**src/hdl/cec_pkg.sv**
```systemverilog
// ============================================================================
// cec_pkg: shared types and constants for the calendar epoch converter
// Holds the operation codes, calendar constants and the item structs that
// pass between the pipeline stages.
// ============================================================================
`default_nettype none

package cec_pkg;

    localparam logic OP_TO_CAL = 1'b0;
    localparam logic OP_TO_EPOCH = 1'b1;

    localparam logic [31:0] EPOCH_2000 = 32'd946684800;
    localparam logic [31:0] EPOCH_2100 = 32'd4102444800;
    localparam logic [16:0] SECS_PER_DAY = 17'd86400;

    // Register stages of each conversion path.
    localparam int PIPE_STAGES = 5;

    typedef struct packed {
        logic       op;
        logic [31:0] epoch_in;
        logic [6:0] year_in;
        logic [3:0] month_in;
        logic [4:0] day_in;
        logic [4:0] hour_in;
        logic [5:0] minute_in;
        logic [5:0] second_in;
    } cec_in_t;

    typedef struct packed {
        logic [31:0] epoch_out;
        logic [6:0] year_out;
        logic [3:0] month_out;
        logic [4:0] day_out;
        logic [4:0] hour_out;
        logic [5:0] minute_out;
        logic [5:0] second_out;
        logic [2:0] weekday;
        logic       out_of_range;
    } cec_out_t;

    // Days before the first of a month in a common year, month 1..12.
    function automatic logic [8:0] days_before(input logic [3:0] m);
        logic [8:0] r;
        begin
            case (m)
                4'd1: r = 9'd0;
                4'd2: r = 9'd31;
                4'd3: r = 9'd59;
                4'd4: r = 9'd90;
                4'd5: r = 9'd120;
                4'd6: r = 9'd151;
                4'd7: r = 9'd181;
                4'd8: r = 9'd212;
                4'd9: r = 9'd243;
                4'd10: r = 9'd273;
                4'd11: r = 9'd304;
                default: r = 9'd334;
            endcase
            return r;
        end
    endfunction

endpackage

`default_nettype wire

```
**src/hdl/cec_stream_if.sv**
```systemverilog
// ============================================================================
// cec_stream_if: valid/ready channel
// Carries one payload per transfer between a source and a sink.
// ============================================================================
`default_nettype none

interface cec_stream_if #(
    parameter type payload_t = logic
);
    logic     valid;
    logic     ready;
    payload_t data;

    modport source (output valid, output data, input ready);
    modport sink (input valid, input data, output ready);
endinterface

`default_nettype wire

```
**src/hdl/cec_to_cal.sv**
```systemverilog
// ============================================================================
// cec_to_cal: epoch to calendar stages
// Splits an epoch into time of day, weekday, year, month and day. Each stage
// is registered; the pipeline advances as a whole when the tail is free.
// ============================================================================
`default_nettype none

module cec_to_cal (
    input  wire logic              clk,
    input  wire logic              adv,
    input  wire cec_pkg::cec_in_t  din,
    output cec_pkg::cec_out_t      dout
);
    import cec_pkg::*;

    // Division by a constant is a multiply by a rounded-up reciprocal and a
    // right shift; the quotient is exact over the operand width noted.
    localparam logic [50:0] RECIP_675 = 51'd50903317;   // shift 35, 25-bit operand
    localparam logic [34:0] RECIP_7 = 35'd149797;       // shift 20, 17-bit operand
    localparam logic [31:0] RECIP_1461 = 32'd91868;     // shift 27, 16-bit operand
    localparam logic [29:0] RECIP_15 = 30'd34953;       // shift 19, 15-bit operand
    localparam logic [25:0] RECIP_225 = 26'd9321;       // shift 21, 13-bit operand

    // Stage 1: range check, offset from 2000 and the day number.
    logic [31:0] rel;
    logic [50:0] days_prod;
    logic        oor_c;
    logic [15:0] d1_reg;
    logic [16:0] r1_reg;
    logic        oor1_reg;
    logic [31:0] ep1_reg;

    assign rel = din.epoch_in - EPOCH_2000;
    assign oor_c = (din.epoch_in < EPOCH_2000) || (din.epoch_in >= EPOCH_2100);
    // A day is 128 * 675 seconds: drop the power of two, then divide by 675.
    assign days_prod = 51'(rel[31:7]) * RECIP_675;

    always_ff @(posedge clk)
    begin
        if (adv)
        begin
            d1_reg <= days_prod[50:35];
            r1_reg <= rel[16:0];
            oor1_reg <= oor_c;
            ep1_reg <= din.epoch_in;
        end
    end

    // Stage 2: seconds of the day, weekday and the four-year block.
    logic [16:0] sod_c;
    logic [16:0] wx_c;
    logic [34:0] wq_prod;
    logic [16:0] wq_c;
    logic [2:0]  wd_c;
    logic [31:0] quad_prod;
    logic [16:0] sod2_reg;
    logic [2:0]  w2_reg;
    logic [4:0]  q2_reg;
    logic [15:0] d2_reg;
    logic        oor2_reg;
    logic [31:0] ep2_reg;

    // The seconds of the day fit in 17 bits, so the low bits are enough.
    assign sod_c = r1_reg - 17'(32'(d1_reg) * 32'(SECS_PER_DAY));
    assign wx_c = 17'(d1_reg) + 17'd6;
    assign wq_prod = 35'(wx_c) * RECIP_7;
    assign wq_c = 17'(wq_prod[34:20]);
    assign wd_c = 3'(wx_c - wq_c * 17'd7);
    assign quad_prod = 32'(d1_reg) * RECIP_1461;

    always_ff @(posedge clk)
    begin
        if (adv)
        begin
            sod2_reg <= sod_c;
            w2_reg <= wd_c;
            q2_reg <= quad_prod[31:27];
            d2_reg <= d1_reg;
            oor2_reg <= oor1_reg;
            ep2_reg <= ep1_reg;
        end
    end

    // Stage 3: minutes and hours of the day, day within the four-year block.
    logic [29:0] mins_prod;
    logic [25:0] hr_prod;
    logic [10:0] qrem_c;
    logic [16:0] sod3_reg;
    logic [10:0] mins3_reg;
    logic [4:0]  h3_reg;
    logic [10:0] qrem3_reg;
    logic [4:0]  q3_reg;
    logic [2:0]  w3_reg;
    logic        oor3_reg;
    logic [31:0] ep3_reg;

    // A minute is 4 * 15 seconds and an hour is 16 * 225 seconds.
    assign mins_prod = 30'(sod2_reg[16:2]) * RECIP_15;
    assign hr_prod = 26'(sod2_reg[16:4]) * RECIP_225;
    assign qrem_c = 11'(d2_reg - 16'(q2_reg) * 16'd1461);

    always_ff @(posedge clk)
    begin
        if (adv)
        begin
            sod3_reg <= sod2_reg;
            mins3_reg <= mins_prod[29:19];
            h3_reg <= hr_prod[25:21];
            qrem3_reg <= qrem_c;
            q3_reg <= q2_reg;
            w3_reg <= w2_reg;
            oor3_reg <= oor2_reg;
            ep3_reg <= ep2_reg;
        end
    end

    // Stage 4: second and minute remainders, year and day of the year.
    logic [5:0] sec_c;
    logic [5:0] min_c;
    logic [1:0] yo_c;
    logic [8:0] doy_c;
    logic [5:0] s4_reg, m4_reg;
    logic [4:0] h4_reg;
    logic [2:0] w4_reg;
    logic [6:0] y4_reg;
    logic [8:0] doy4_reg;
    logic       lp4_reg, oor4_reg;
    logic [31:0] ep4_reg;

    assign sec_c = 6'(sod3_reg - 17'(mins3_reg) * 17'd60);
    assign min_c = 6'(mins3_reg - 11'(h3_reg) * 11'd60);

    // The first year of each block is the leap year.
    always_comb
    begin
        if (qrem3_reg < 11'd366)
        begin
            yo_c = 2'd0;
            doy_c = 9'(qrem3_reg);
        end
        else if (qrem3_reg < 11'd731)
        begin
            yo_c = 2'd1;
            doy_c = 9'(qrem3_reg - 11'd366);
        end
        else if (qrem3_reg < 11'd1096)
        begin
            yo_c = 2'd2;
            doy_c = 9'(qrem3_reg - 11'd731);
        end
        else
        begin
            yo_c = 2'd3;
            doy_c = 9'(qrem3_reg - 11'd1096);
        end
    end

    always_ff @(posedge clk)
    begin
        if (adv)
        begin
            s4_reg <= sec_c;
            m4_reg <= min_c;
            h4_reg <= h3_reg;
            w4_reg <= w3_reg;
            y4_reg <= {q3_reg, yo_c};
            doy4_reg <= doy_c;
            lp4_reg <= (yo_c == 2'd0);
            oor4_reg <= oor3_reg;
            ep4_reg <= ep3_reg;
        end
    end

    // Stage 5: month and day from the day of the year.
    logic [3:0] mo_c;
    logic [8:0] base_c;
    logic [8:0] st;
    cec_out_t   res_c;

    always_comb
    begin
        mo_c = 4'd1;
        for (int i = 2; i <= 12; i++)
        begin
            st = days_before(4'(i)) + ((lp4_reg && i > 2) ? 9'd1 : 9'd0);
            if (doy4_reg >= st)
                mo_c = 4'(i);
        end
        base_c = days_before(mo_c) + ((lp4_reg && mo_c > 4'd2) ? 9'd1 : 9'd0);
    end

    // Out-of-range epochs give a zero result with only the flag set.
    always_comb
    begin
        res_c = '0;
        if (oor4_reg)
        begin
            res_c.out_of_range = 1'b1;
        end
        else
        begin
            res_c.epoch_out = ep4_reg;
            res_c.year_out = y4_reg;
            res_c.month_out = mo_c;
            res_c.day_out = 5'(doy4_reg - base_c + 9'd1);
            res_c.hour_out = h4_reg;
            res_c.minute_out = m4_reg;
            res_c.second_out = s4_reg;
            res_c.weekday = w4_reg;
        end
    end

    always_ff @(posedge clk)
    begin
        if (adv)
            dout <= res_c;
    end
endmodule

`default_nettype wire

```
**src/hdl/cec_to_epoch.sv**
```systemverilog
// ============================================================================
// cec_to_epoch: calendar to epoch stages
// Builds the day count, then the seconds, then the epoch and weekday, and
// carries the result through two more stages to match the other path.
// ============================================================================
`default_nettype none

module cec_to_epoch (
    input  wire logic              clk,
    input  wire logic              adv,
    input  wire cec_pkg::cec_in_t  din,
    output cec_pkg::cec_out_t      dout
);
    import cec_pkg::*;

    // Rounded-up reciprocal of 7 for a 17-bit operand, used with a shift of 20.
    localparam logic [34:0] RECIP_7 = 35'd149797;

    // Stage 1: day count since 2000, plus one.
    logic [3:0] mc;
    logic [31:0] cnt_c;
    cec_in_t f1_reg;
    logic [31:0] c1_reg;

    always_comb
    begin
        mc = din.month_in;
        if (mc < 4'd1)
            mc = 4'd1;
        if (mc > 4'd12)
            mc = 4'd12;
        cnt_c = 32'(din.day_in) + 32'(days_before(mc)) + 32'(din.year_in) * 32'd365
            + ((32'(din.year_in) + 32'd3) >> 2);
        if (mc > 4'd2 && din.year_in[1:0] == 2'd0)
            cnt_c = cnt_c + 32'd1;
    end

    always_ff @(posedge clk)
    begin
        if (adv)
        begin
            f1_reg <= din;
            c1_reg <= cnt_c;
        end
    end

    // Stage 2: day seconds, time of day seconds and the weekday quotient.
    logic [16:0] wx_c;
    logic [34:0] wq_prod;
    cec_in_t f2_reg;
    logic [31:0] ds2_reg, tod2_reg;
    logic [16:0] wx2_reg;
    logic [14:0] wq2_reg;

    // The day count stays well below 2^17 for any 7-bit year.
    assign wx_c = 17'(c1_reg) + 17'd5;
    assign wq_prod = 35'(wx_c) * RECIP_7;

    always_ff @(posedge clk)
    begin
        if (adv)
        begin
            f2_reg <= f1_reg;
            ds2_reg <= c1_reg * 32'(SECS_PER_DAY);
            tod2_reg <= 32'(f1_reg.hour_in) * 32'd3600 + 32'(f1_reg.minute_in) * 32'd60
                + 32'(f1_reg.second_in);
            wx2_reg <= wx_c;
            wq2_reg <= wq_prod[34:20];
        end
    end

    // Stage 3: final sum and weekday remainder.
    cec_out_t r3_reg, r4_reg;

    always_ff @(posedge clk)
    begin
        if (adv)
        begin
            r3_reg.epoch_out <= ds2_reg - 32'(SECS_PER_DAY) + tod2_reg + EPOCH_2000;
            r3_reg.year_out <= f2_reg.year_in;
            r3_reg.month_out <= f2_reg.month_in;
            r3_reg.day_out <= f2_reg.day_in;
            r3_reg.hour_out <= f2_reg.hour_in;
            r3_reg.minute_out <= f2_reg.minute_in;
            r3_reg.second_out <= f2_reg.second_in;
            r3_reg.weekday <= 3'(wx2_reg - 17'(wq2_reg) * 17'd7);
            r3_reg.out_of_range <= 1'b0;
        end
    end

    // Stages 4 and 5: delay to the latency of the epoch to calendar path.
    always_ff @(posedge clk)
    begin
        if (adv)
        begin
            r4_reg <= r3_reg;
            dout <= r4_reg;
        end
    end
endmodule

`default_nettype wire

```
**src/hdl/calendar_epoch_converter_top.sv**
```systemverilog
// ============================================================================
// calendar_epoch_converter_top: epoch and calendar conversion, 2000 to 2099
// Accepts one item a cycle while the output side takes each finished result.
// The five register stages of both paths set the latency, and the whole
// pipeline holds while a finished result waits for its output transfer.
// Reset clears the stage valid bits only; data registers are not reset.
// ============================================================================
`default_nettype none

module calendar_epoch_converter_top (
    input wire logic clk,
    input wire logic rst_n,
    cec_stream_if.sink   in_ch,
    cec_stream_if.source out_ch
);
    import cec_pkg::*;

    localparam int STAGES = PIPE_STAGES;

    cec_out_t cal_res, ep_res;
    logic [STAGES-1:0] vld_reg;
    logic [STAGES-1:0] op_reg;
    logic adv;

    // The whole pipeline moves when the tail is empty or being taken.
    assign adv = !vld_reg[STAGES-1] || out_ch.ready;
    assign in_ch.ready = adv;

    always_ff @(posedge clk or negedge rst_n)
    begin
        if (!rst_n)
        begin
            vld_reg <= '0;
        end
        else if (adv)
        begin
            vld_reg <= {vld_reg[STAGES-2:0], in_ch.valid};
        end
    end

    always_ff @(posedge clk)
    begin
        if (adv)
            op_reg <= {op_reg[STAGES-2:0], in_ch.data.op};
    end

    cec_to_cal u_cal (
        .clk  (clk),
        .adv  (adv),
        .din  (in_ch.data),
        .dout (cal_res)
    );

    cec_to_epoch u_ep (
        .clk (clk),
        .adv (adv),
        .din (in_ch.data),
        .dout(ep_res)
    );

    assign out_ch.valid = vld_reg[STAGES-1];
    assign out_ch.data = (op_reg[STAGES-1] == OP_TO_EPOCH) ? ep_res : cal_res;
endmodule

`default_nettype wire

```
**src/flat_wrapper.sv**
```systemverilog
// flat-port wrapper written by rule: the top's interface ports become plain ports
module calendar_epoch_converter_top_flat import cec_pkg::*;
  (clk, rst_n, in_ch_valid, in_ch_data, in_ch_ready, out_ch_valid, out_ch_data, out_ch_ready);
  cec_stream_if #(.payload_t(cec_in_t)) in_ch_i ();
  cec_stream_if #(.payload_t(cec_out_t)) out_ch_i ();
  input wire logic clk;
  input wire logic rst_n;
  input wire logic [$bits(in_ch_i.valid)-1:0] in_ch_valid;
  input wire logic [$bits(in_ch_i.data)-1:0] in_ch_data;
  output wire logic [$bits(in_ch_i.ready)-1:0] in_ch_ready;
  output wire logic [$bits(out_ch_i.valid)-1:0] out_ch_valid;
  output wire logic [$bits(out_ch_i.data)-1:0] out_ch_data;
  input wire logic [$bits(out_ch_i.ready)-1:0] out_ch_ready;
  assign in_ch_i.valid = in_ch_valid;
  assign in_ch_i.data = in_ch_data;
  assign in_ch_ready = in_ch_i.ready;
  assign out_ch_valid = out_ch_i.valid;
  assign out_ch_data = out_ch_i.data;
  assign out_ch_i.ready = out_ch_ready;
  calendar_epoch_converter_top u_core (.clk(clk), .rst_n(rst_n), .in_ch(in_ch_i), .out_ch(out_ch_i));
endmodule
```
**config.mk**
```make
export PLATFORM = sky130hd
export DESIGN_NAME = calendar_epoch_converter_top_flat
export DESIGN_NICKNAME = d
export VERILOG_FILES = /design/src/hdl/cec_pkg.sv /design/src/hdl/cec_stream_if.sv /design/src/hdl/cec_to_cal.sv /design/src/hdl/cec_to_epoch.sv /design/src/hdl/calendar_epoch_converter_top.sv /design/src/flat_wrapper.sv
export SDC_FILE = /design/constraint.sdc
export NUM_CORES = 2
export LEC_CHECK = 0
export BUFFER_PORTS_ARGS = -buffer_cell sky130_fd_sc_hd__buf_2
export CORE_ASPECT_RATIO = 1.5
export CORE_MARGIN = 10
export CORE_UTILIZATION = 40
export CTS_BUF_LIST = sky130_fd_sc_hd__clkbuf_8
export CTS_CLUSTER_SIZE = 24
export DETAILED_ROUTE_END_ITERATION = 8
export SYNTH_ARGS = -nofsm -noshare
export SYNTH_HDL_FRONTEND = slang
export SYNTH_SLANG_ARGS = --single-unit
```
**constraint.sdc**
```tcl
create_clock -name clk -period 25.7 [get_ports clk]
set_input_delay 3.855 -clock clk [delete_from_list [all_inputs] [get_ports clk]]
set_output_delay 3.855 -clock clk [all_outputs]
set_load 0.1 [all_outputs]
```
# Word-level counts from Yosys, hierarchy flattened
# Memories as Yosys holds them, arrays and structs flattened.
# Cells that the tools add are included.
# totals
wordCells	183
n_memories	2
ram_bits	0
out_inout_bits	71
romBits	288
latchBits	0
reg_bits	735
# op_classes
order_cmp	20
shift	0
multipliers	16
n_mux	24
eq_ne	0
addsub	35
div	0
bitwise_logic	0
reduce_logical	7
# memory_table
memory	depth	word_bits	rd	rd_ports_with_merged_regs	wr	line_no	rtl
(name not given)	16	9	1	0	0	cec_pkg.sv:47	case (m)
(name not given)	16	9	1	0	0	cec_pkg.sv:47	
# ops
op	count
>= comparator 9 bit	10
multiplier 17 x 18 -> 35 bit, second input constant	2
two-way mux 69 bit	1
multiplier 25 x 26 -> 51 bit, second input constant	1
two-way mux 4 bit	12
adder 8 x 9 -> 9 bit, first input constant	4
adder 32 x 30 -> 32 bit, second input constant	1
adder 32 bit	1
>= comparator 32 bit, second input constant	1
less-than comparator 32 x 30 -> 1 bit, second input constant	1
multiplier 32 x 10 -> 25 bit, second input constant	1
subtractor 32 x 17 -> 32 bit, second input constant	1
subtractor 32 x 30 -> 32 bit, second input constant	1
multiplier 15 x 16 -> 30 bit, second input constant	1
multiplier 15 x 3 -> 3 bit, second input constant	2
multiplier 16 x 15 -> 30 bit, second input constant	1
two-way mux 9 bit	3
multiplier 13 x 14 -> 26 bit, second input constant	1
adder 18 x 1 -> 19 bit, second input constant	1
adder 18 x 6 -> 19 bit	1
two-way mux 19 bit	1
adder 17 x 12 -> 18 bit	1
adder 17 x 6 -> 18 bit	1
adder 7 x 9 -> 9 bit, first input constant	2
38 further kinds	50

# Depth between registers and ports, before layout
# logic_depth
depth_word	19
ltp_mapped	35

# Hierarchy
# Synthesis repeated with hierarchy kept, for this count alone.
# unflattened
cells_unflattened	4743
hier_area_um2	56852.0
# by_module_without_submodules
module	seq_area_each_um2	instances	cells_each	area_per_inst_um2
cec_to_cal	9579.2	1	2970	34356.7
cec_to_epoch	9879.5	1	1679	21280.4
calendar_epoch_converter_top	275.3	1	94	1214.9

# Worst setup path after synthesis
# No wires, ideal clock.
# synth_timing
path_type	in2out
startpoint	input out_ch_ready
endpoint	output in_ch_ready
path_stages	2
n_path_buf	1
required_ns	21.845
setup_slack_ns	-0.589
arrival_ns	22.434
cell_sequence	nand2b_1 -> clkbuf_1
# synth_between
elab_chain_cells	1
# synth_lines
item	line_no	rtl
from (decl)	flat_wrapper.sv:13	input wire logic [$bits(out_ch_i.ready)-1:0] out_ch_ready;
logical OR 1 bit	calendar_epoch_converter_top.sv:26	assign adv = !vld_reg[STAGES-1] || out_ch.ready;
to (decl)	flat_wrapper.sv:10	output wire logic [$bits(in_ch_i.ready)-1:0] in_ch_ready;
# Every way passes these cells.

# Worst setup path in the final report
# layout_timing
startpoint	input in_ch_data[40]
endpoint	register u_core.u_cal.d1_reg[15], data pin
# layout_between
elab_chain_cells	2
# layout_lines
item	line_no	rtl
from (decl)	flat_wrapper.sv:9	input wire logic [$bits(in_ch_i.data)-1:0] in_ch_data;
subtractor 32 x 30 -> 32 bit	cec_to_cal.sv:33	assign rel = din.epoch_in - EPOCH_2000;
multiplier 25 x 26 -> 51 bit	cec_to_cal.sv:36	assign days_prod = 51'(rel[31:7]) * RECIP_675;
net u_core.u_cal.days_prod[50]	cec_to_cal.sv:26	logic [50:0] days_prod;
to (signal assigned)	cec_to_cal.sv:42	d1_reg <= days_prod[50:35];
to (decl)	cec_to_cal.sv:28	logic [15:0] d1_reg;
# The timed path passes the listed nets, and every way through them passes these cells.
# A chain may end at the register's enable or synchronous reset.

==> results.cfg <==
[synth]
synth-seq-area-share_pct = 35.12
syn_area_per_cell_um2 = 12.07
ys_types = 90
synth_top_family_by_area = adder cells
ys_top_cells_by_area = edfxtp_1 35%, ha_1 22%, fa_1 19%
netlist_area_um2 = 56190
synth_nets = 6256
yosysTopAreaCellShare_pct = 34.90
synthSimpleGateAreaFrac_pct = 4.258
synth_compound_area_share_pct = 5.567
synthXorXnorAreaFrac_pct = 4.561
ys_async_sr_fraction_pct = 0.7599
synth_seq_cells = 658
syn_inst = 4656
synth_area_leader_cell = edfxtp_1
synth_fa_ha_area_share_pct = 41.14
synth_edf_count = 653
synth_ff_type = edfxtp_1
muxShareOfSynthArea_pct = 1.514
yosysWarnings = 0

[clock_tree]
cts_buffers = 105
cts-root-buf = clkbuf_8
cts_tree = done
clock_sinks = 658
path_clk_slew_ps = 70
cts_setup_buffers = 0
cts_resized = 0
insertion_delay_ps = 800
cts_buffer_depth = 3
holdBufCountCts = 0
htreeDepth = 3

[setup_path]
critPathKind = in -> reg
critPathMaxFanout = 9
cp.required_ps = 26220
cp-end-kind = flop
path_common_cell = fa_1
worstPathArrival_ps = 13310
slowest_stage = xor2_1
cp_slowest_stage_delay_ps = 730
critPathLaunchType = input pin

[layout]
area.sequential_um2 = 19730
n_fill_cell = 13120
areaGrowthSynthToFinish_pct = 9.299
final_common_cell = inv_1
largest_reg_flops = 67
drive_above_1_share_pct = 8.752
multiInputGateArea_um2 = 32080
fin_util_pct = 44.00
layout.nets = 6504
registers.top_by_ff_count = u_core.u_cal.dout
layout_common_cells = 1166 x inv_1, 1001 x ha_1, 653 x edfxtp_1, 529 x fa_1, 214 x xnor2_1

[route]
drc = 0
vias = 32580
drt_iter0_drc = 1369
routed_via_density = 4.745
dr.pass1.iters = 5
drt_wl_total_mm = 116.1
postRouteAntennaNets = 0
wire_per_inst_um = 16.92

[sta]
max_clock_freq_mhz = 78.17
setup_tns_ps = 0
slew_headroom_pct = 30.92
slew_violations = 0
setup_viol = 0
worstMarginPinSlew_ps = 1036
rsz0062_at_grt = no
hold_violations = 0
clock_skew_ps = 38.54
period_needed_ps = 12790
setup_ws_ps = 12910
finalCritPeriodShare_pct = 49.78

[die]
start_util_pct = 40.26
die_area_um2 = 156200
core-area_um2 = 139600
die_w_um = 326.0
ioPinCount = 141
rows = 168
die_h_um = 479.0

[run]
drv_cap = 0

[placement]
dp_hpwl_mm = 93.81
place.gp.congestion = 0.8719
io_buffers = 140
dp_slack_ps = 12020

[global_routing]
antenna_found_initial = 5
grt_pass1_vias = 35520
grt_start_max_net_pins = 177
overflow = 0
grt.total_usage_pct = 15.22
grt_pass1_wl_mm = 189.2

[worst_hold_path]
hold_path.class = reg -> reg

[outcome]
outcome = complete, no violations
[path summary, 6_finish.rpt]
check | startpoint | endpoint | slack, ps | depth (start not counted)
setup / recovery | in_ch_data[40] | u_core.u_cal.d1_reg[15]$_DFFE_PP_ | 12910 | 35
setup reg to reg | u_core.u_cal.d1_reg[1]$_DFFE_PP_ | u_core.u_cal.w2_reg[2]$_DFFE_PP_ | 17130 | 32
max in group asynchronous | rst_n | u_core.vld_reg[1]$_DFFE_PN0P_ | 22670 | 1
hold / removal | u_core.u_ep.r3_reg[55]$_DFFE_PP_ | u_core.u_ep.r4_reg[55]$_DFFE_PP_ | 410 | 0
min in group asynchronous | rst_n | u_core.vld_reg[4]$_DFFE_PN0P_ | 2880 | 1
hold reg to reg | u_core.u_ep.r3_reg[55]$_DFFE_PP_ | u_core.u_ep.r4_reg[55]$_DFFE_PP_ | 410 | 0
[critical path, delay by kind of cell]
family	cells	cell delay, ps
buf+inv	6	430
xor+xnor	2	790
compound gates	10	2550
simple gates	8	1500
fa+ha+maj	9	4160
[routing by layer]
layer	up-vias	GRT usage [%]	wire, um	part of all wire, %
met3	158	2.142	3633	3.1
met1	16070	18.29	49570	43
li1	15930	-	-	-
met4	2	5.213	3373	2.9
met2	424	27.54	59550	51
met5	-	0	7	0.0060
[per-stage QoR]
stage          hold WS (ps)  cell area [um^2]  std cells
6_report              408.1             61410       6866
3_5_place_dp          404.5             59380       6667
5_1_grt               417.2             61410       6866
3_3_place_gp          400.5             59380       6667
4_1_cts               400.5             61410       6863
2_1_floorplan         400.3             56190       4656
[cell families after synthesis]
logic type      after synthesis
mux                          76
flops                       658
other cells                   1
simple gates                460
compound gates              471
fa+ha+maj                  1530
buf+inv                    1170
xor+xnor                    290
[area by class of cell]
class,instances,area share (%)
Clock inverter,88,0.8761
Inverter,1140,6.968
Timing Repair Buffer,171,1.540
Antenna cell,3,0.01222
Multi-Input combinational cell,2828,52.24
Clock buffer,108,2.420
Sequential cell,658,32.13
Tap cell,1870,3.810
[synthesized netlist by cell type (9+ instances only)]
master,count
a21oi_1,145
fa_1,529
nand4_1,19
or2_2,9
o211ai_1,9
nor3_1,29
nor2b_1,86
o21a_1,22
mux2_2,72
clkbuf_1,22
a21o_1,67
and3_1,9
nand2b_1,24
ha_1,1001
nor2_1,93
nand2_1,107
o21bai_1,27
a211oi_1,15
a31oi_1,13
o21ai_0,81
nand3_1,31
xor2_1,71
xnor2_1,216
and2_1,10
inv_1,1140
edfxtp_1,653
Power is not shown: default switching activity piles up to over one toggle a cycle in this logic, so the estimate is an artifact.
